`config.mk`:
```
export PLATFORM = sky130hd
export DESIGN_NAME = i2c_master_transaction_sequencer
export DESIGN_NICKNAME = d
export VERILOG_FILES = /design/src/design/i2cms_pkg.sv /design/src/design/i2cms_in_stage.sv /design/src/design/i2cms_core.sv /design/src/design/i2cms_out_stage.sv /design/src/design/i2c_master_transaction_sequencer.sv
export SDC_FILE = /design/constraint.sdc
export NUM_CORES = 1
export LEC_CHECK = 0
export BUFFER_PORTS_ARGS = -buffer_cell sky130_fd_sc_hd__buf_2
export CORE_MARGIN = 1
export CORE_UTILIZATION = 59
export DETAILED_ROUTE_END_ITERATION = 12
export GPL_TIMING_DRIVEN = 0
export PLACE_DENSITY = 0.79
export SETUP_SLACK_MARGIN = 0.02
export SKIP_CTS_REPAIR_TIMING = 1
export SYNTH_ARGS = -nofsm -noshare
export SYNTH_HDL_FRONTEND = slang
export SYNTH_SLANG_ARGS = --single-unit
```
`constraint.sdc`:
```
create_clock -name clk -period 3.4 [get_ports clk]
set_clock_uncertainty 0.2 [all_clocks]
set_input_delay 0.34 -clock clk [delete_from_list [all_inputs] [get_ports clk]]
set_output_delay 0.34 -clock clk [all_outputs]
set_load 0.03 [all_outputs]
```
`src/design/i2cms_pkg.sv`:
```
`default_nettype none

package i2cms_pkg;

    // Buffer and count sizing
    localparam int SEND_DEPTH = 16;
    localparam int READ_MAX   = 16;
    localparam int COUNT_W    = 5;
    localparam int SEND_IDX_W = $clog2(SEND_DEPTH);
    localparam int READ_IDX_W = 4;

    // Command codes
    typedef enum logic [1:0] {
        CMD_START = 2'd0,
        CMD_LOAD  = 2'd1,
        CMD_EVENT = 2'd2
    } command_t;

    // Start modes
    typedef enum logic [1:0] {
        MODE_WRITE        = 2'd0,
        MODE_WRITE_READ   = 2'd1,
        MODE_READ         = 2'd2,
        MODE_WRITE_RSTART = 2'd3
    } mode_t;

    // Bus actions
    typedef enum logic [2:0] {
        ACT_NONE  = 3'd0,
        ACT_START = 3'd1,
        ACT_SEND  = 3'd2,
        ACT_STOP  = 3'd3,
        ACT_RXEN  = 3'd4,
        ACT_ACK   = 3'd5,
        ACT_NACK  = 3'd6
    } action_t;

    // Transaction status
    typedef enum logic [1:0] {
        ST_SUCCESS = 2'd0,
        ST_PENDING = 2'd1,
        ST_FAILED  = 2'd2
    } status_t;

    // One incoming transaction
    typedef struct packed {
        logic [1:0]         command;
        logic [1:0]         mode;
        logic [6:0]         device_address;
        logic [7:0]         register_address;
        logic [COUNT_W-1:0] write_count;
        logic [COUNT_W-1:0] read_count;
        logic [3:0]         load_index;
        logic [7:0]         load_byte;
        logic               ack_seen;
        logic               collision;
        logic [7:0]         bus_byte;
    } item_t;

    // One result transaction
    typedef struct packed {
        logic                  start_accepted;
        logic [2:0]            bus_action;
        logic [7:0]            send_byte;
        logic                  read_valid;
        logic [7:0]            read_byte;
        logic [READ_IDX_W-1:0] read_index;
        logic [1:0]            status;
    } result_t;

endpackage

`default_nettype wire

```
`src/design/i2cms_in_stage.sv`:
```
`default_nettype none

module i2cms_in_stage
    import i2cms_pkg::*;
(
    input  wire logic  clk,
    input  wire logic  rst_n,
    input  wire logic  in_valid,
    output logic       in_stall,
    input  wire item_t in_item,
    input  wire logic  advance,
    output logic       held_valid,
    output item_t      held_item
);

    logic  valid_reg;
    logic  valid_next;
    item_t item_reg;
    logic  accept;

    // Stall only while a held transaction cannot move on
    assign in_stall   = valid_reg && !advance;
    assign accept     = in_valid && !in_stall;
    assign valid_next = accept ? 1'b1 : (advance ? 1'b0 : valid_reg);

    // Hold the valid flag
    always_ff @(posedge clk or negedge rst_n)
    begin
        if (!rst_n)
        begin
            valid_reg <= 1'b0;
        end
        else
        begin
            valid_reg <= valid_next;
        end
    end

    // Capture the payload on accept
    always_ff @(posedge clk)
    begin
        if (accept)
        begin
            item_reg <= in_item;
        end
    end

    assign held_valid = valid_reg;
    assign held_item  = item_reg;

endmodule

`default_nettype wire

```
`src/design/i2cms_core.sv`:
```
`default_nettype none

module i2cms_core
    import i2cms_pkg::*;
(
    input  wire logic  clk,
    input  wire logic  rst_n,
    input  wire logic  advance,
    input  wire item_t item,
    output result_t    result
);

    typedef enum logic [3:0] {
        PH_SUCCESS  = 4'd0,
        PH_FAIL     = 4'd1,
        PH_ADDR     = 4'd2,
        PH_REG      = 4'd3,
        PH_DATA     = 4'd4,
        PH_RESTART  = 4'd5,
        PH_RDREQ    = 4'd6,
        PH_FIRSTRX  = 4'd7,
        PH_RXBYTE   = 4'd8,
        PH_RXEN     = 4'd9,
        PH_LASTSTOP = 4'd10
    } phase_t;

    typedef enum logic [1:0] {
        TM_PLAIN       = 2'd0,
        TM_WRITE_READ  = 2'd1,
        TM_WRITE_WRITE = 2'd2
    } xfer_mode_t;

    localparam logic [COUNT_W-1:0] SEND_DEPTH_C = COUNT_W'(SEND_DEPTH);
    localparam logic [COUNT_W-1:0] READ_MAX_C   = COUNT_W'(READ_MAX);

    phase_t             phase_reg, phase_next;
    status_t            status_reg, status_next;
    logic               dir_read_reg, dir_read_next;
    xfer_mode_t         xfer_mode_reg, xfer_mode_next;
    logic [7:0]         address_byte_reg, address_byte_next;
    logic [7:0]         register_byte_reg, register_byte_next;
    logic [COUNT_W-1:0] send_total_reg, send_total_next;
    logic [COUNT_W-1:0] send_pos_reg, send_pos_next;
    logic [COUNT_W-1:0] read_total_reg, read_total_next;
    logic [COUNT_W-1:0] read_pos_reg, read_pos_next;
    logic [7:0]         send_buffer_reg [SEND_DEPTH];

    logic               load_en;
    logic [COUNT_W-1:0] write_sat;
    logic [COUNT_W-1:0] read_min1;
    logic [COUNT_W-1:0] read_sat;
    logic [COUNT_W-1:0] read_pos_inc;
    logic [7:0]         buffer_byte;
    action_t            action;

    // Saturate the start counts
    assign write_sat    = (item.write_count > SEND_DEPTH_C) ? SEND_DEPTH_C : item.write_count;
    assign read_min1    = (item.read_count == '0) ? COUNT_W'(1) : item.read_count;
    assign read_sat     = (read_min1 > READ_MAX_C) ? READ_MAX_C : read_min1;
    assign read_pos_inc = read_pos_reg + COUNT_W'(1);
    assign buffer_byte  = send_buffer_reg[send_pos_reg[SEND_IDX_W-1:0]];
    assign load_en      = advance && (command_t'(item.command) == CMD_LOAD)
                          && (32'(item.load_index) < SEND_DEPTH);

    // Step the phase machine for one transaction
    always_comb
    begin
        phase_next         = phase_reg;
        status_next        = status_reg;
        dir_read_next      = dir_read_reg;
        xfer_mode_next     = xfer_mode_reg;
        address_byte_next  = address_byte_reg;
        register_byte_next = register_byte_reg;
        send_total_next    = send_total_reg;
        send_pos_next      = send_pos_reg;
        read_total_next    = read_total_reg;
        read_pos_next      = read_pos_reg;
        action             = ACT_NONE;
        result             = '0;

        case (command_t'(item.command))
            CMD_START:
            begin
                if (status_reg != ST_PENDING)
                begin
                    result.start_accepted = 1'b1;
                    action             = ACT_START;
                    address_byte_next  = {item.device_address, 1'b0};
                    register_byte_next = item.register_address;
                    send_total_next    = write_sat;
                    send_pos_next      = '0;
                    read_total_next    = read_sat;
                    read_pos_next      = '0;
                    status_next        = ST_PENDING;
                    phase_next         = PH_ADDR;
                    case (mode_t'(item.mode))
                        MODE_WRITE:
                        begin
                            dir_read_next  = 1'b0;
                            xfer_mode_next = TM_PLAIN;
                        end
                        MODE_WRITE_READ:
                        begin
                            // No payload: run as a plain read
                            if (write_sat == '0)
                            begin
                                dir_read_next  = 1'b1;
                                xfer_mode_next = TM_PLAIN;
                            end
                            else
                            begin
                                dir_read_next  = 1'b0;
                                xfer_mode_next = TM_WRITE_READ;
                            end
                        end
                        MODE_READ:
                        begin
                            dir_read_next  = 1'b1;
                            xfer_mode_next = TM_PLAIN;
                        end
                        default:
                        begin
                            dir_read_next  = 1'b1;
                            xfer_mode_next = TM_WRITE_WRITE;
                        end
                    endcase
                end
            end
            CMD_EVENT:
            begin
                if (item.collision)
                begin
                    action     = ACT_STOP;
                    phase_next = PH_FAIL;
                end
                else
                begin
                    case (phase_reg)
                        PH_SUCCESS:
                        begin
                            status_next = ST_SUCCESS;
                        end
                        PH_FAIL:
                        begin
                            status_next = ST_FAILED;
                        end
                        PH_ADDR:
                        begin
                            action           = ACT_SEND;
                            result.send_byte = address_byte_reg;
                            if (xfer_mode_reg == TM_WRITE_WRITE && !dir_read_reg)
                            begin
                                phase_next = PH_DATA;
                            end
                            else
                            begin
                                phase_next = PH_REG;
                            end
                        end
                        PH_REG:
                        begin
                            if (item.ack_seen)
                            begin
                                action           = ACT_SEND;
                                result.send_byte = register_byte_reg;
                                phase_next       = dir_read_reg ? PH_RESTART : PH_DATA;
                            end
                            else
                            begin
                                action     = ACT_STOP;
                                phase_next = PH_FAIL;
                            end
                        end
                        PH_DATA:
                        begin
                            if (!item.ack_seen)
                            begin
                                action     = ACT_STOP;
                                phase_next = PH_FAIL;
                            end
                            else if (send_pos_reg < send_total_reg
                                     && send_pos_reg < SEND_DEPTH_C)
                            begin
                                action           = ACT_SEND;
                                result.send_byte = buffer_byte;
                                send_pos_next    = send_pos_reg + COUNT_W'(1);
                            end
                            else if (xfer_mode_reg == TM_WRITE_READ && !dir_read_reg)
                            begin
                                action        = ACT_START;
                                dir_read_next = 1'b1;
                                phase_next    = PH_RDREQ;
                            end
                            else
                            begin
                                action     = ACT_STOP;
                                phase_next = PH_SUCCESS;
                            end
                        end
                        PH_RESTART:
                        begin
                            action = ACT_START;
                            if (xfer_mode_reg == TM_WRITE_WRITE)
                            begin
                                dir_read_next = 1'b0;
                                phase_next    = PH_ADDR;
                            end
                            else
                            begin
                                phase_next = PH_RDREQ;
                            end
                        end
                        PH_RDREQ:
                        begin
                            action           = ACT_SEND;
                            result.send_byte = address_byte_reg | 8'h01;
                            phase_next       = PH_FIRSTRX;
                        end
                        PH_FIRSTRX:
                        begin
                            if (item.ack_seen)
                            begin
                                action     = ACT_RXEN;
                                phase_next = PH_RXBYTE;
                            end
                            else
                            begin
                                action     = ACT_STOP;
                                phase_next = PH_FAIL;
                            end
                        end
                        PH_RXBYTE:
                        begin
                            // Deliver the byte, then ack or nack the next one
                            result.read_valid = 1'b1;
                            result.read_byte  = item.bus_byte;
                            result.read_index = read_pos_reg[READ_IDX_W-1:0];
                            read_pos_next     = read_pos_inc;
                            if (read_pos_inc < read_total_reg)
                            begin
                                action     = ACT_ACK;
                                phase_next = PH_RXEN;
                            end
                            else
                            begin
                                action     = ACT_NACK;
                                phase_next = PH_LASTSTOP;
                            end
                        end
                        PH_RXEN:
                        begin
                            action     = ACT_RXEN;
                            phase_next = PH_RXBYTE;
                        end
                        PH_LASTSTOP:
                        begin
                            action     = ACT_STOP;
                            phase_next = PH_SUCCESS;
                        end
                        default:
                        begin
                            action     = ACT_STOP;
                            phase_next = PH_FAIL;
                        end
                    endcase
                end
            end
            default:
            begin
            end
        endcase

        result.bus_action = action;
        result.status     = status_next;
    end

    // Hold transaction state; advance on each processed transaction
    always_ff @(posedge clk or negedge rst_n)
    begin
        if (!rst_n)
        begin
            phase_reg         <= PH_SUCCESS;
            status_reg        <= ST_SUCCESS;
            dir_read_reg      <= 1'b0;
            xfer_mode_reg     <= TM_PLAIN;
            address_byte_reg  <= '0;
            register_byte_reg <= '0;
            send_total_reg    <= '0;
            send_pos_reg      <= '0;
            read_total_reg    <= '0;
            read_pos_reg      <= '0;
        end
        else if (advance)
        begin
            phase_reg         <= phase_next;
            status_reg        <= status_next;
            dir_read_reg      <= dir_read_next;
            xfer_mode_reg     <= xfer_mode_next;
            address_byte_reg  <= address_byte_next;
            register_byte_reg <= register_byte_next;
            send_total_reg    <= send_total_next;
            send_pos_reg      <= send_pos_next;
            read_total_reg    <= read_total_next;
            read_pos_reg      <= read_pos_next;
        end
    end

    // Store loaded payload bytes
    always_ff @(posedge clk)
    begin
        if (load_en)
        begin
            send_buffer_reg[item.load_index[SEND_IDX_W-1:0]] <= item.load_byte;
        end
    end

endmodule

`default_nettype wire

```
`src/design/i2cms_out_stage.sv`:
```
`default_nettype none

module i2cms_out_stage
    import i2cms_pkg::*;
(
    input  wire logic    clk,
    input  wire logic    rst_n,
    input  wire logic    load,
    input  wire result_t load_result,
    input  wire logic    out_stall,
    output logic         take,
    output logic         out_valid,
    output result_t      out_result
);

    logic    valid_reg;
    logic    valid_next;
    result_t result_reg;

    // Free when empty or when the held result leaves now
    assign take       = !valid_reg || !out_stall;
    assign valid_next = load ? 1'b1 : (take ? 1'b0 : valid_reg);

    // Hold the valid flag
    always_ff @(posedge clk or negedge rst_n)
    begin
        if (!rst_n)
        begin
            valid_reg <= 1'b0;
        end
        else
        begin
            valid_reg <= valid_next;
        end
    end

    // Capture the result
    always_ff @(posedge clk)
    begin
        if (load)
        begin
            result_reg <= load_result;
        end
    end

    assign out_valid  = valid_reg;
    assign out_result = result_reg;

endmodule

`default_nettype wire

```
`src/design/i2c_master_transaction_sequencer.sv`:
```
// I2C master register-transaction sequencer. Each input transaction is a start
// command, a transmit-buffer load or a bus-done event, and each gives exactly one
// result transaction naming the next bus action, any received byte with its index,
// and the status after the step. The block takes one transaction per cycle while
// in_stall is low; a result passes from the input register through the single
// step of the phase machine into the result register. Stall on the output backs
// up into in_stall once both registers are full.
`default_nettype none

module i2c_master_transaction_sequencer
    import i2cms_pkg::*;
(
    input  wire logic                  clk,
    input  wire logic                  rst_n,
    input  wire logic                  in_valid,
    output logic                       in_stall,
    input  wire logic [1:0]            command,
    input  wire logic [1:0]            mode,
    input  wire logic [6:0]            device_address,
    input  wire logic [7:0]            register_address,
    input  wire logic [COUNT_W-1:0]    write_count,
    input  wire logic [COUNT_W-1:0]    read_count,
    input  wire logic [3:0]            load_index,
    input  wire logic [7:0]            load_byte,
    input  wire logic                  ack_seen,
    input  wire logic                  collision,
    input  wire logic [7:0]            bus_byte,
    output logic                       out_valid,
    input  wire logic                  out_stall,
    output logic                       start_accepted,
    output logic [2:0]                 bus_action,
    output logic [7:0]                 send_byte,
    output logic                       read_valid,
    output logic [7:0]                 read_byte,
    output logic [READ_IDX_W-1:0]      read_index,
    output logic [1:0]                 status
);

    item_t   in_item;
    item_t   held_item;
    logic    held_valid;
    logic    take;
    logic    advance;
    result_t step_result;
    result_t out_result;

    // Gather the input fields
    assign in_item = '{
        command:          command,
        mode:             mode,
        device_address:   device_address,
        register_address: register_address,
        write_count:      write_count,
        read_count:       read_count,
        load_index:       load_index,
        load_byte:        load_byte,
        ack_seen:         ack_seen,
        collision:        collision,
        bus_byte:         bus_byte
    };

    // Move a held transaction forward when the result register is free
    assign advance = held_valid && take;

    i2cms_in_stage u_in_stage (
        .clk        (clk),
        .rst_n      (rst_n),
        .in_valid   (in_valid),
        .in_stall   (in_stall),
        .in_item    (in_item),
        .advance    (advance),
        .held_valid (held_valid),
        .held_item  (held_item)
    );

    i2cms_core u_core (
        .clk     (clk),
        .rst_n   (rst_n),
        .advance (advance),
        .item    (held_item),
        .result  (step_result)
    );

    i2cms_out_stage u_out_stage (
        .clk         (clk),
        .rst_n       (rst_n),
        .load        (advance),
        .load_result (step_result),
        .out_stall   (out_stall),
        .take        (take),
        .out_valid   (out_valid),
        .out_result  (out_result)
    );

    // Drive the result fields
    assign start_accepted = out_result.start_accepted;
    assign bus_action     = out_result.bus_action;
    assign send_byte      = out_result.send_byte;
    assign read_valid     = out_result.read_valid;
    assign read_byte      = out_result.read_byte;
    assign read_index     = out_result.read_index;
    assign status         = out_result.status;

endmodule

`default_nettype wire

```
-- Yosys cells after proc, flatten, opt, wreduce, memory -nomap -nowiden
Memories as Yosys holds them, arrays and structs flattened.
Cells that the tools add are included.
- divide/modulo/power cells: 0
- order comparisons: 5
- add/subtract/negate cells: 2
- $mul: 0
- bitwise logic cells: 2
- mux-type cells: 63
- equality and inequality tests: 30
- shifts and indexed selects: 0
- reduce and logical (&&, ||, !) cells: 31
- operators with widths (cell ; count):
    2-to-1 mux 5 bit ; 10
    one-hot mux 4 bit (10 select lines) ; 1
    one-hot mux 8 bit (4 select lines) ; 1
    2-to-1 mux 4 bit ; 6
    2-to-1 mux 8 bit ; 3
    one-hot mux 3 bit (8 select lines) ; 1
    2-to-1 mux 3 bit ; 7
    one-hot mux 5 bit (2 select lines) ; 2
    2-to-1 mux 1 bit ; 18
    == test 4 x 3 -> 1 bit (second input constant) ; 4
    2-to-1 mux 13 bit ; 1
    == test 4 bit (second input constant) ; 3
    != test 3 bit (second input constant) ; 4
    one-hot mux 2 bit (2 select lines) ; 3
    adder 5 x 1 -> 5 bit (second input constant) ; 2
    greater-than comparator 5 bit (second input constant) ; 2
    zero test 5 bit ; 2
    less-than comparator 5 bit ; 2
    2-to-1 mux 2 bit ; 5
    AND reduction 5 bit ; 2
    AND reduction 9 bit ; 1
    == test 4 x 2 -> 1 bit (second input constant) ; 2
    != test 2 x 1 -> 1 bit (second input constant) ; 4
    one-hot mux 4 bit (2 select lines) ; 1
    20 further kinds ; 46
- output and inout bits: 29
- RAM bits: 128
- flip-flop bits (word level): 124
- word-level logic and storage cells: 164
- bits in latches: 0
- ROM bits: 0
- bits of input ports: 55
- memories: 1
- memories (name ; depth ; bits a word ; read ports ; clocked after memory_dff ; wr ports ; RTL line ; text):
    u_core.send_buffer_reg ; 16 ; 8 ; 1 ; 0 ; 1 ; i2cms_core.sv:46 ; logic [7:0] send_buffer_reg [SEND_DEPTH];

-- Depth between registers and ports, before layout
Gate-level depths: netlist of the first run.
- depth after elaboration: 8
- mapped depth: 8
- mapped depth without buffers: 8

-- Hierarchy
From an unflattened synthesis of the first run, not the netlist that was laid out.
- cell total of the unflattened synthesis: 626
- area, all modules: 10269.8 um2
- modules (own cells, without submodules) (module ; seq. area each (um2) ; area each (um2) ; cells each ; instances):
    i2cms_core ; 4944.7 ; 7827.5 ; 539 ; 1
    i2cms_in_stage ; 1556.5 ; 1589.0 ; 56 ; 1
    i2cms_out_stage ; 835.8 ; 847.1 ; 30 ; 1
    i2c_master_transaction_sequencer ; 0.0 ; 6.3 ; 1 ; 1

-- Least setup slack after synthesis of the first run
Ideal clock, no wire load.
- kind: register -> register
- start: register u_out_stage.valid_reg (netlist: u_out_stage.out_valid)
- end: memory u_core.send_buffer_reg[0][0] (enable)
- buffers on the path: 0
- setup time: 0.383 ns
- period minus slack after synthesis: 2.982 ns
- arrival time: 2.399 ns
- cell stages (with the launch flop): 6
- required time: 2.817 ns
- setup slack: 0.418 ns
- cells stage by stage: dfrtp_1 > a21bo_4 > clkinv_1 > nand3_1 > or3_1 > nor3_1
- word-level cells in the longest chain between the ends: 6
- RTL lines (item ; RTL line ; text):
    start: declaration ; i2cms_out_stage.sv:16 ; logic valid_reg;
    start signal: assignment ; i2cms_out_stage.sv:33 ; valid_reg <= valid_next;
    zero test 1 bit ; i2cms_out_stage.sv:21 ; assign take = !valid_reg || !out_stall;
    logical OR 1 bit ; i2cms_out_stage.sv:21 ;
    logical AND 1 bit ; i2c_master_transaction_sequencer.sv:63 ; assign advance = held_valid && take;
    net advance ; i2c_master_transaction_sequencer.sv:43 ; logic advance;
    logical AND 1 bit ; i2cms_core.sv:62 ; assign load_en = advance && (command_t'(item.command) == CMD_LOAD)
    2-to-1 mux 1 bit ; i2cms_core.sv:311 ; if (load_en)
    2-to-1 mux 1 bit (implied by the code) ; i2cms_core.sv:313 ; send_buffer_reg[item.load_index[SEND_IDX_W-1:0]] <= item.load_byte;
    end: declaration ; i2cms_core.sv:46 ;
The timed path passes the listed nets, and every way through them passes these cells.

-- Worst setup path in the final report of the first run
- start: input out_stall
- end: memory u_core.send_buffer_reg[4][6] (enable)
- word-level cells in the longest chain between the ends: 6
- RTL lines (item ; RTL line ; text):
    start: declaration ; i2c_master_transaction_sequencer.sv:29 ; input wire logic out_stall,
    zero test 1 bit ; i2cms_out_stage.sv:21 ;
    logical OR 1 bit ; i2cms_out_stage.sv:21 ;
    logical AND 1 bit ; i2c_master_transaction_sequencer.sv:63 ;
    net advance ; i2c_master_transaction_sequencer.sv:43 ;
    logical AND 1 bit ; i2cms_core.sv:62 ;
    2-to-1 mux 1 bit ; i2cms_core.sv:311 ;
    2-to-1 mux 1 bit (implied by the code) ; i2cms_core.sv:313 ;
The timed path passes the listed nets, and every way through them passes these cells.

==> results of run 1 <==
[worst max-delay path, delay by kind of cell]
family                 cells  cell delay (ns)
buffers and inverters      3             1.19
AND/OR/NAND/NOR            3             1.32
AO/OA/AOI/OAI              1             0.25
[layout make-up]
class / count / area share, %
flip-flops and latches: 252 / 59.14
multi-input cells: 390 / 22.43
repair buffers: 139 / 7.947
clock buffers: 36 / 5.627
well taps: 220 / 2.219
clock inverters: 12 / 1.099
plain buffers: 31 / 0.9984
inverters: 17 / 0.5446
[cell families (layout without fill, tap and decap cells)]
family,after synthesis,after routing,synth area share (%)
mux,36,36,7.444
flops,252,252,71.33
compound gates,111,111,7.274
fa+ha+maj,10,10,1.216
simple gates,228,228,10.49
buf+inv,48,235,1.825
xor+xnor,5,5,0.4258
[layout by cell type (no fill, tap or decap), drive strengths merged, types with 4 or more instances in the layout]
cell type and instances:
ha 10, nor2 29, clkbuf 61, nand2 121, a22o 10, nand3b 9, nor3 11, a21oi 27
nor2b 4, nand2b 11, and2 4, nand3 10, buf 90, inv 15, mux2 4, dfrtp 46
and3 13, dlygate4sd3 55, a211oi 5, o21ai 34, clkinv 9, mux4 32, edfxtp 206
[stage by stage]
step	setup TNS, ns	utilization [%]	hold slack, ns	cell area [um2]
2_1_floorplan	0	-	-0.1556	10290
3_3_place_gp	-2.560	65.27	0.2237	10980
3_5_place_dp	-4.925	65.39	0.2245	11000
4_1_cts	-4.885	70.35	-0.2467	11830
5_1_grt	0	73.77	0.2578	12410
6_report	0	73.77	0.2399	12410
[how the worst max path moves through the flow]
stage	startpoint	to	slack (ns)	cells after the start
2_1_floorplan	u_out_stage.out_valid	u_core.send_buffer_reg[0][0]	0.42	5
3_3_place_gp	out_stall	u_core.send_buffer_reg[0][2]	-0.23	6
3_5_place_dp	out_stall	u_core.send_buffer_reg[0][5]	-0.29	6
4_1_cts	u_out_stage.out_valid	u_core.send_buffer_reg[0][7]	-0.26	5
5_1_grt	out_stall	u_core.send_buffer_reg[12][2]	0.1	7
6_report	out_stall	u_core.send_buffer_reg[4][6]	0.24	7
[report_power, final]
group / leakage (nW) / switching, W / internal, W / total, W
logic: 1.72 / 0.000467 / 0.000293 / 0.000761
registers: 2.51 / 0.000170 / 0.00358 / 0.00376
clock network: 0.399 / 0.00116 / 0.00160 / 0.00276
total: 4.62 / 0.00180 / 0.00547 / 0.00727
[metal layers]
layer,up-vias,routed length (um),GRT usage [%]
li1,2952,-,-
met1,3295,9032,33.83
met2,318,11710,42.23
met3,47,1465,3.930
met4,0,590,7.615
met5,-,0,0
==> metrics.md, run 1 <==
| Metric | Value |
|---|---|
| Worst slew pin tran | `1.206 ns` |
| Leading area contributor after synthesis | `edfxtp_1` |
| Initial core utilization | `61.16%` |
| Clock H-tree levels | `1` |
| CP Cell Sequence | `dlygate4sd3_1 > buf_2 > a21bo_4 > clkinvlp_4 > nand3_1 > or3_1 > nor2_1` |
| Post-Syn Area | `10,290 um2` |
| Clk Latency, worst-skew pair | `0.55 ns` |
| Period utilization | `92.80%` |
| Crit path kind | `in -> reg` |
| Peak supply drop | `0.5238 mV` |
| Die Area | `17,970 um2` |
| Worst Slack Setup Final | `0.2449 ns` |
| P_leak | `4.621 nW` |
| Top cells by count, synth | `206 x edfxtp_1, 121 x nand2_1, 46 x dfrtp_1, 34 x o21ai_0, 32 x mux4_2` |
| Syn nets | `755` |
| Clock transition at path regs | `0.06 ns` |
| First-pass GRT wire length | `33,870 um` |
| Top FF cell, synth | `edfxtp_1` |
| Iteration-0 DRC Markers | `511` |
| Fin. Hold Viols | `0` |
| First drt pass iteration count | `6` |
| CTS buffer count | `26` |
| Reg2Reg Launch Point | `u_out_stage.out_valid` |
| Multi-input gate area | `2783 um2` |
| Maximum clock path buffer count | `3` |
| Number of synthesized flops with an enable pin | `206` |
| CP max FO | `35` |
| Final Max Slew Viols | `0` |
| Gr usage total | `24.99%` |
| Syn Area/Cell | `14.91 um2` |
| Area contributors post-synth | `edfxtp_1 60%, dfrtp_1 11%, mux4_2 7.0%` |
| Power Density | `586.2 nW/um2` |
| IO buf count | `83` |
| HP Start | `u_in_stage.held_item[46]` |
| Worst Hold Depth | `2` |
| Vias | `6,612` |
| Fillers | `1,040` |
| CTS tree | `done` |
| Nets@finish | `922` |
| Setup slack, reg-to-reg | `0.30 ns` |
| Max FFs per register | `128` |
| Setup violators final | `0` |
| Clk sink count | `252` |
| Layout cell share with drive strength beyond 1 | `20.07%` |
| Most common cell in the synthesized netlist | `edfxtp_1` |
| Yosys Warn Count | `0` |
| Post-DRT Antenna Nets | `0` |
| CP required | `3.36 ns` |
| Worst R2R Path Depth | `5` |
| Slowest library cell on the worst path | `nor2_1` |
| Drc violations | `0` |
| Antenna violations before repair | `0` |
| Status | `finished clean` |
| Chip width | `134.0 um` |
| R2r endpoint | `u_core.send_buffer_reg[4][6]` |
| Final WL | `22,800 um` |
| Layout Cells excl Fill | `1,097` |
| I/O Pins | `84` |
| Root Buffer | `clkbuf_16` |
| Maximum capacitance violations | `0` |
| DR vias/cell | `6.027` |
| Core area | `16,820 um2` |
| Syn Inst Count | `690` |
| DR WL/cell | `20.79 um` |
| Data arrival, critical path | `3.12 ns` |
| RSZ-0062 raised after global routing | `false` |
| Number of synthesized register bits | `252` |
| Yosys top cell area share | `60.14%` |
| Area grow syn2layout | `20.62%` |
| Critical path launch point type | `primary input` |
| Slew margin rel. | `18.50%` |
| Distinct cells, synth | `54` |
| Post-synthesis sequential area ratio | `71.33%` |
| Site Rows | `47` |
| Slowest cell delay on critical path | `0.64 ns` |
| Hold Path Class | `reg -> reg` |
| Largest net degree at the start of global routing | `47` |
| Placed cell count | `994` |
| Asr flop ratio synth | `18.25%` |
| Final min period | `3.155 ns` |
| Critical path endpoint category | `register` |
| Max Clock Freq | `316.9 MHz` |
| Overflow after GRT | `0` |
| Dpl hpwl | `14,500 um` |
| Diode count | `0` |
| Number of global-route vias before repair | `6,319` |
| Chip height | `134.0 um` |
| Pre-CTS setup slack | `-0.2921 ns` |
| Total power after layout | `0.007272 W` |
| Final Wtd Congestion | `0.9227` |
| Endpoint of the worst hold path | `u_core.address_byte_reg[7]` |
| Reg area | `7337 um2` |
Power figures use the tool's default switching activity.
==> run 2, diff against run 1 <==
- ABC_AREA: not set -> 1
- CELL_PAD_IN_SITES_DETAIL_PLACEMENT: not set -> 1
- CELL_PAD_IN_SITES_GLOBAL_PLACEMENT: not set -> 1
- CORE_UTILIZATION: 59 -> 48
- PLACE_DENSITY: 0.79 -> not set
- PLACE_DENSITY_LB_ADDON: not set -> 0.1
==> run 2 against run 1 <==
Effect of this change:
- global-route usage fell by 0.38 points
- synthesized cell count rose by 35%
- setup slack got worse by 0.076 ns
- combinational power rose by 35%
- register-to-register slack got worse by 0.12 ns
- fmax fell by 2.3%
- area after synthesis rose by 2.4%
- die area rose by 25%
- sequential power rose by 1%
- final area rose by 2.5%
- largest power group unchanged
==> metrics.md, run 2 <==
| Metric | Value |
|---|---|
| Top FF cell, synth | `edfxtp_1 (unchanged)` |
| Leading area contributor after synthesis | `edfxtp_1 (unchanged)` |
| Die Area | `22,540 um2 (was 17,970 um2)` |
| Status | `finished clean (unchanged)` |
| Final TNS setup | `0 ns (unchanged)` |
| Final Wtd Congestion | `0.8452 (was 0.9227)` |
| Iteration-0 DRC Markers | `473 (was 511)` |
| Post-synthesis sequential area ratio | `69.66% (was 71.33%)` |
| CP max FO | `17 (was 35)` |
| Chip width | `150.1 um (was 134.0 um)` |
| Chip height | `150.1 um (was 134.0 um)` |
| First-pass GRT wire length | `41,450 um (was 33,870 um)` |
| CTS tree | `done (unchanged)` |
| Asr flop ratio synth | `18.25% (unchanged)` |
| Area grow syn2layout | `20.77% (was 20.62%)` |
| First drt pass iteration count | `5 (was 6)` |
| Yosys Warn Count | `0 (unchanged)` |
| Number of synthesized register bits | `252 (unchanged)` |
| Overflow after GRT | `0 (unchanged)` |
| DR WL/cell | `20.51 um (was 20.79 um)` |
| Layout cell share with drive strength beyond 1 | `17.61% (was 20.07%)` |
| Clk Latency, worst-skew pair | `0.55 ns (about the same)` |
| Max FFs per register | `128 (unchanged)` |
| Nets@finish | `1,164 (was 922)` |
| Data arrival, critical path | `3.19 ns (was 3.12 ns)` |
| Top cells by count, synth | `254 x nand2_1, 206 x edfxtp_1, 119 x nand3_1, 67 x nor2_1, 66 x inv_1 (was 206 x edfxtp_1, 121 x nand2_1, 46 x dfrtp_1, 34 x o21ai_0, 32 x mux4_2)` |
| Setup violators final | `0 (unchanged)` |
| P_leak | `5.114 nW (was 4.621 nW)` |
| Most common cell in the synthesized netlist | `nand2_1 (was edfxtp_1)` |
| Distinct cells, synth | `30 (was 54)` |
| Maximum capacitance violations | `0 (unchanged)` |
| Vias | `7,492 (was 6,612)` |
| Most frequent cells in the layout | `254 x nand2_1, 206 x edfxtp_1, 119 x nand3_1, 94 x buf_2, 65 x inv_1 (was 206 x edfxtp_1, 121 x nand2_1, 89 x buf_2, 55 x dlygate4sd3_1, 46 x dfrtp_1)` |
| Area contributors post-synth | `edfxtp_1 59%, dfrtp_1 11%, nand2_1 9.1% (was edfxtp_1 60%, dfrtp_1 11%, mux4_2 7.0%)` |
| Drc violations | `0 (unchanged)` |
| Crit path kind | `in -> reg (unchanged)` |
| Number of global-route vias before repair | `7,558 (was 6,319)` |
| Syn Inst Count | `932 (was 690)` |
| Layout Cells excl Fill | `1,394 (was 1,097)` |
| Final Max Slew Viols | `0 (unchanged)` |
| Max Clock Freq | `309.5 MHz (was 316.9 MHz)` |
| Critical path launch point type | `primary input (unchanged)` |
| Hold Path Class | `reg -> reg (unchanged)` |
| Critical path endpoint category | `register (unchanged)` |
| Initial core utilization | `49.48% (was 61.16%)` |
| RSZ-0062 raised after global routing | `false (unchanged)` |
| CTS buffer count | `26 (unchanged)` |
| Dpl hpwl | `18,280 um (was 14,500 um)` |
| Final WL | `28,590 um (was 22,800 um)` |
| Number of synthesized flops with an enable pin | `206 (unchanged)` |
| CP required | `3.36 ns (about the same)` |
| Diode count | `0 (unchanged)` |
| Post-Syn Area | `10,530 um2 (was 10,290 um2)` |
| Clock H-tree levels | `1 (unchanged)` |
| Gr usage total | `24.61% (was 24.99%)` |
| Power Density | `595.8 nW/um2 (was 586.2 nW/um2)` |
| Slew margin rel. | `15.90% (was 18.50%)` |
| Pre-CTS setup slack | `-0.6308 ns (was -0.2921 ns)` |
| Post-DRT Antenna Nets | `0 (unchanged)` |
| Yosys top cell area share | `58.73% (was 60.14%)` |
| Antenna violations before repair | `0 (unchanged)` |
| Peak supply drop | `0.4652 mV (was 0.5238 mV)` |
| Clk sink count | `252 (unchanged)` |
| I/O Pins | `84 (unchanged)` |
| Core area | `21,290 um2 (was 16,820 um2)` |
| Fillers | `2,243 (was 1,040)` |
| Maximum clock path buffer count | `3 (unchanged)` |
| Root Buffer | `clkbuf_16 (unchanged)` |
| Placed cell count | `1,291 (was 994)` |
| IO buf count | `83 (unchanged)` |
| DR vias/cell | `5.374 (was 6.027)` |
| Most common cell after layout, fill and taps aside | `nand2_1 (was edfxtp_1)` |
| Worst slew pin tran | `1.262 ns (was 1.206 ns)` |
| Syn Area/Cell | `11.30 um2 (was 14.91 um2)` |
| Period utilization | `95.02% (was 92.80%)` |
| Syn nets | `997 (was 755)` |
| Fin. Hold Viols | `0 (unchanged)` |
| Worst Slack Setup Final | `0.1693 ns (was 0.2449 ns)` |
| Final min period | `3.231 ns (was 3.155 ns)` |
| Site Rows | `53 (was 47)` |
| Clock transition at path regs | `0.07 ns (was 0.06 ns)` |
| Largest net degree at the start of global routing | `47 (unchanged)` |
## run 2: cell count changes in the layout (fill, tap and decap cells not counted), sizes merged, moves of 11 or more
cell,previous run,this run
nand3,10,119
clkbuf,61,39
nand2,121,262
inv,15,78
and3,13,0
nand2b,11,0
nor2,29,79
mux4,32,0
buf,90,109
## run 2: power breakdown
part           total [W]  internal, W  switching [W]  leakage [nW]
Sequential       0.00381      0.00364       0.000169          2.50
Combinational    0.00103     0.000342       0.000692          2.22
Clock            0.00273      0.00154        0.00120         0.392
## run 2: kinds of logic (layout without fill, tap and decap cells)
group,Yosys count,in the layout,synth area share [%]
compound gates,80,81,4.395
xor+xnor,6,6,0.4989
fa+ha+maj,10,10,1.188
buf+inv,110,296,4.657
flops,252,252,69.66
simple gates,474,474,19.60
## run 2: per-layer routing
layer	share of wire, %	global-route usage [%]	up-vias	wire length [um]
li1	-	-	3522	-
met1	45	35.09	3774	12900
met2	49	40.05	144	14010
met3	3.5	3.394	52	999
met4	2.4	5.960	0	688
met5	0	0	-	0
## run 2: path summary, 6_finish.rpt
path	startpoint	end	slack [ns]	cells past startpoint
setup / recovery	out_stall	u_core.send_buffer_reg[9][4]	0.17	7
hold / removal	u_in_stage.held_item[46]	u_core.address_byte_reg[7]	0.26	2
setup reg to reg	u_out_stage.out_valid	u_core.send_buffer_reg[9][4]	0.18	5
hold reg to reg	u_in_stage.held_item[46]	u_core.address_byte_reg[7]	0.26	2
max in group asynchronous	rst_n	u_core.read_pos_reg[1]	1.90	2
min in group asynchronous	rst_n	u_core.phase_reg[2]	0.38	2
## run 2: cell type report
cell class / instances / area (um2) / area share, %
multi-input combinational: 571 / 2754 / 21.65
clock inverter: 13 / 113.9 / 0.8951
sequential: 252 / 7337 / 57.68
clock buffer: 35 / 704.4 / 5.538
tap: 275 / 344.1 / 2.705
inverter: 81 / 304.0 / 2.390
timing repair buffer: 138 / 975.9 / 7.673
buffer: 29 / 186.4 / 1.466
## run 2: through the flow
| stage | area, um2 | hold slack [ns] | util, % | power [W] |
|---|---|---|---|---|
| 2_1_floorplan | 10530 | -0.1556 | - | 0.004467 |
| 3_3_place_gp | 11290 | 0.2396 | 53.05 | 0.004747 |
| 3_5_place_dp | 11310 | 0.2499 | 53.14 | 0.004799 |
| 4_1_cts | 12130 | -0.2559 | 56.99 | 0.007514 |
| 5_1_grt | 12720 | 0.2927 | 59.75 | 0.007860 |
| 6_report | 12720 | 0.2558 | 59.75 | 0.007578 |
## run 2: critical path, cell delays in order
cell and delay [ns]:
dlygate4sd3_1 0.53, buf_2 0.17, a21oi_4 0.57, inv_1 0.16, nor3_2 0.45, nand3_1 0.33
nor2_1 0.62
==> run 3, diff against run 2 <==
- BUFFER_PORTS_ARGS: -buffer_cell sky130_fd_sc_hd__buf_2 -> not set
- CAP_MARGIN: not set -> 10
- CORE_UTILIZATION: 48 -> 51
- DONT_BUFFER_PORTS: not set -> 1
==> run 3 against run 2 <==
Effect of this change:
- clock power grew 3%
- core utilization rose by 1.5 points
- critical path depth fell by 1
- hold slack lost 0.16 ns
- via count decreased by 1.9%
- final area decreased by 2.5%
- global-route usage rose by 0.73 points
- sequential share of layout area up 1.5 points
- fmax up 6.9%
- sequential power rose by 2%
- total power rose by 0.83%
- critical path type is now reg -> reg
- highest routed layer unchanged
==> metrics.md, run 3 (synthesis results as in run 2) <==
| Metric | Value |
|---|---|
| Slew margin rel. | `19.34% (was 15.90%)` |
| Final min period | `3.021 ns (was 3.231 ns)` |
| Maximum clock path buffer count | `3 (unchanged)` |
| Setup violators final | `0 (unchanged)` |
| Gr usage total | `25.34% (was 24.61%)` |
| I/O Pins | `84 (unchanged)` |
| First-pass GRT wire length | `40,820 um (was 41,450 um)` |
| R2r endpoint | `u_core.send_buffer_reg[14][4] (was u_core.send_buffer_reg[9][4])` |
| Pre-CTS setup slack | `-0.8696 ns (was -0.6308 ns)` |
| Worst R2R Path Depth | `6 (was 5)` |
| Reg area | `7337 um2 (unchanged)` |
| Final WL | `29,430 um (was 28,590 um)` |
| Dpl hpwl | `18,020 um (was 18,280 um)` |
| Power Density | `616.2 nW/um2 (was 595.8 nW/um2)` |
| DR WL/cell | `22.42 um (was 20.51 um)` |
| Overflow after GRT | `0 (unchanged)` |
| First drt pass iteration count | `4 (was 5)` |
| Comb pwr share | `12.2% (was 13.7%)` |
| Critical path launch point type | `register (was primary input)` |
| Worst Slack Setup Final | `0.3789 ns (was 0.1693 ns)` |
| Setup slack, reg-to-reg | `0.38 ns (was 0.18 ns)` |
| Vias | `7,349 (was 7,492)` |
| Area grow syn2layout | `17.72% (was 20.77%)` |
| HP Start | `out_stall (was u_in_stage.held_item[46])` |
| CTS tree | `done (unchanged)` |
| Hold Path Class | `in -> reg (was reg -> reg)` |
| Data arrival, critical path | `2.98 ns (was 3.19 ns)` |
| Status | `finished clean (unchanged)` |
| RSZ-0062 raised after global routing | `false (unchanged)` |
| Placed Area | `10,890 um2 (was 11,310 um2)` |
| CTS buffer count | `27 (was 26)` |
| CP Launch Point | `u_out_stage.out_valid (was out_stall)` |
| Cell area after layout | `12,400 um2 (was 12,720 um2)` |
| Drc violations | `0 (unchanged)` |
| P_leak | `4.831 nW (was 5.114 nW)` |
| Clk Latency, worst-skew pair | `0.54 ns (was 0.55 ns)` |
| Max FFs per register | `128 (unchanged)` |
| Final Wtd Congestion | `0.8997 (was 0.8452)` |
| Largest net degree at the start of global routing | `47 (unchanged)` |
| Nets@finish | `1,088 (was 1,164)` |
| Fin. Hold Viols | `0 (unchanged)` |
| Chip height | `145.7 um (was 150.1 um)` |
| Max Clock Freq | `331.0 MHz (was 309.5 MHz)` |
| Initial core utilization | `52.05% (was 49.48%)` |
| Clock H-tree levels | `1 (unchanged)` |
| Root Buffer | `clkbuf_16 (unchanged)` |
| Endpoint of the worst hold path | `u_out_stage.out_result[11] (was u_core.address_byte_reg[7])` |
| Total power after layout | `0.007641 W (was 0.007578 W)` |
| Post-DRT Antenna Nets | `0 (unchanged)` |
| Most frequent cells in the layout | `254 x nand2_1, 206 x edfxtp_1, 119 x nand3_1, 65 x inv_1, 54 x dlygate4sd3_1 (was 254 x nand2_1, 206 x edfxtp_1, 119 x nand3_1, 94 x buf_2, 65 x inv_1)` |
| Int Power | `0.005521 W (about the same)` |
| Worst slew pin tran | `1.210 ns (was 1.262 ns)` |
| Diode count | `0 (unchanged)` |
| Number of global-route vias before repair | `7,384 (was 7,558)` |
| CP max FO | `9 (was 17)` |
| Layout Cells excl Fill | `1,313 (was 1,394)` |
| Crit path kind | `reg -> reg (was in -> reg)` |
| Sw power | `0.002119 W (was 0.002057 W)` |
| Critical path endpoint category | `register (unchanged)` |
| Switching Share | `27.74% (was 27.14%)` |
| CP required | `3.36 ns (about the same)` |
| Clock power frac | `36.9% (was 36.1%)` |
| Placed cell count | `1,203 (was 1,291)` |
| Reg2Reg Launch Point | `u_out_stage.out_valid (unchanged)` |
| Clk sink count | `252 (unchanged)` |
| Iteration-0 DRC Markers | `536 (was 473)` |
| Sequential share of power | `50.9% (was 50.3%)` |
| Antenna violations before repair | `0 (unchanged)` |
| Multi-input gate area | `2759 um2 (was 2754 um2)` |
| Most common cell after layout, fill and taps aside | `nand2_1 (unchanged)` |
| Die Area | `21,230 um2 (was 22,540 um2)` |
| Clock transition at path regs | `0.07 ns (about the same)` |
| Final Max Slew Viols | `0 (unchanged)` |
| Layout cell share with drive strength beyond 1 | `12.37% (was 17.61%)` |
| Period utilization | `88.86% (was 95.02%)` |
| IO buf count | `0 (was 83)` |
| Core area | `20,230 um2 (was 21,290 um2)` |
| Peak supply drop | `0.7058 mV (was 0.4652 mV)` |
| Worst Hold Depth | `1 (was 2)` |
| DR vias/cell | `5.597 (was 5.374)` |
| Site Rows | `52 (was 53)` |
| Fillers | `2,084 (was 2,243)` |
| Post-layout util | `61.28% (was 59.75%)` |
| Maximum capacitance violations | `0 (unchanged)` |
| Chip width | `145.7 um (was 150.1 um)` |
-- run 3: per-stage QoR --
step | setup TNS (ns) | hold WS (ns)
after global placement | -70.21 | -0.1538
after global routing | 0 | 0.09660
after floorplan | 0 | -0.1556
after CTS | -98.51 | -0.7149
after detailed placement | -96.04 | -0.1542
final | 0 | 0.09988
-- run 3: final cells by class --
cell class | instances | area share, %
multi-input combinational | 571 | 22.25
clock buffer | 31 | 5.651
clock inverter | 18 | 1.100
inverter | 81 | 2.452
sequential | 252 | 59.17
buffer | 29 | 1.504
timing repair buffer | 61 | 5.146
tap | 270 | 2.725
-- run 3: layer usage --
| layer | global-route usage [%] | up-vias | part of all wire, % |
|---|---|---|---|
| met5 | 0 | - | 0 |
| met4 | 8.895 | 0 | 3.1 |
| met3 | 4.326 | 52 | 5.2 |
| met2 | 41.70 | 228 | 49 |
| met1 | 34.19 | 3701 | 42 |
| li1 | - | 3368 | - |
-- run 3: how the worst max path moves through the flow --
| stage | end | slack (ns) | cells past startpoint |
|---|---|---|---|
| floorplan | u_core.send_buffer_reg[0][0] | 0.67 | 5 |
| global placement | u_core.send_buffer_reg[9][4] | -0.60 | 5 |
| detailed placement | u_core.send_buffer_reg[14][6] | -0.87 | 5 |
| CTS | u_core.send_buffer_reg[14][4] | -0.89 | 5 |
| global route | u_core.send_buffer_reg[14][4] | 0.14 | 6 |
| finish | u_core.send_buffer_reg[14][4] | 0.38 | 6 |
-- run 3: power by group through the flow --
| stage | sequential, W | combinational, W | clock [W] |
|---|---|---|---|
| 2_1_floorplan | 0.00387 | 0.000596 | 0 |
| 3_5_place_dp | 0.00393 | 0.000806 | 0 |
| 6_report | 0.00389 | 0.000930 | 0.00282 |
| 4_1_cts | 0.00388 | 0.000815 | 0.00280 |
| 5_1_grt | 0.00391 | 0.00103 | 0.00294 |
| 3_3_place_gp | 0.00392 | 0.000754 | 0 |
-- run 3: worst max-delay path, stage by stage, from the launching register on --
cell     delay, ns
dfrtp_1       0.57
a21oi_4       0.24
buf_12        0.15
inv_1         0.06
nor3_2        0.45
nand3_1       0.38
nor2_2        0.58
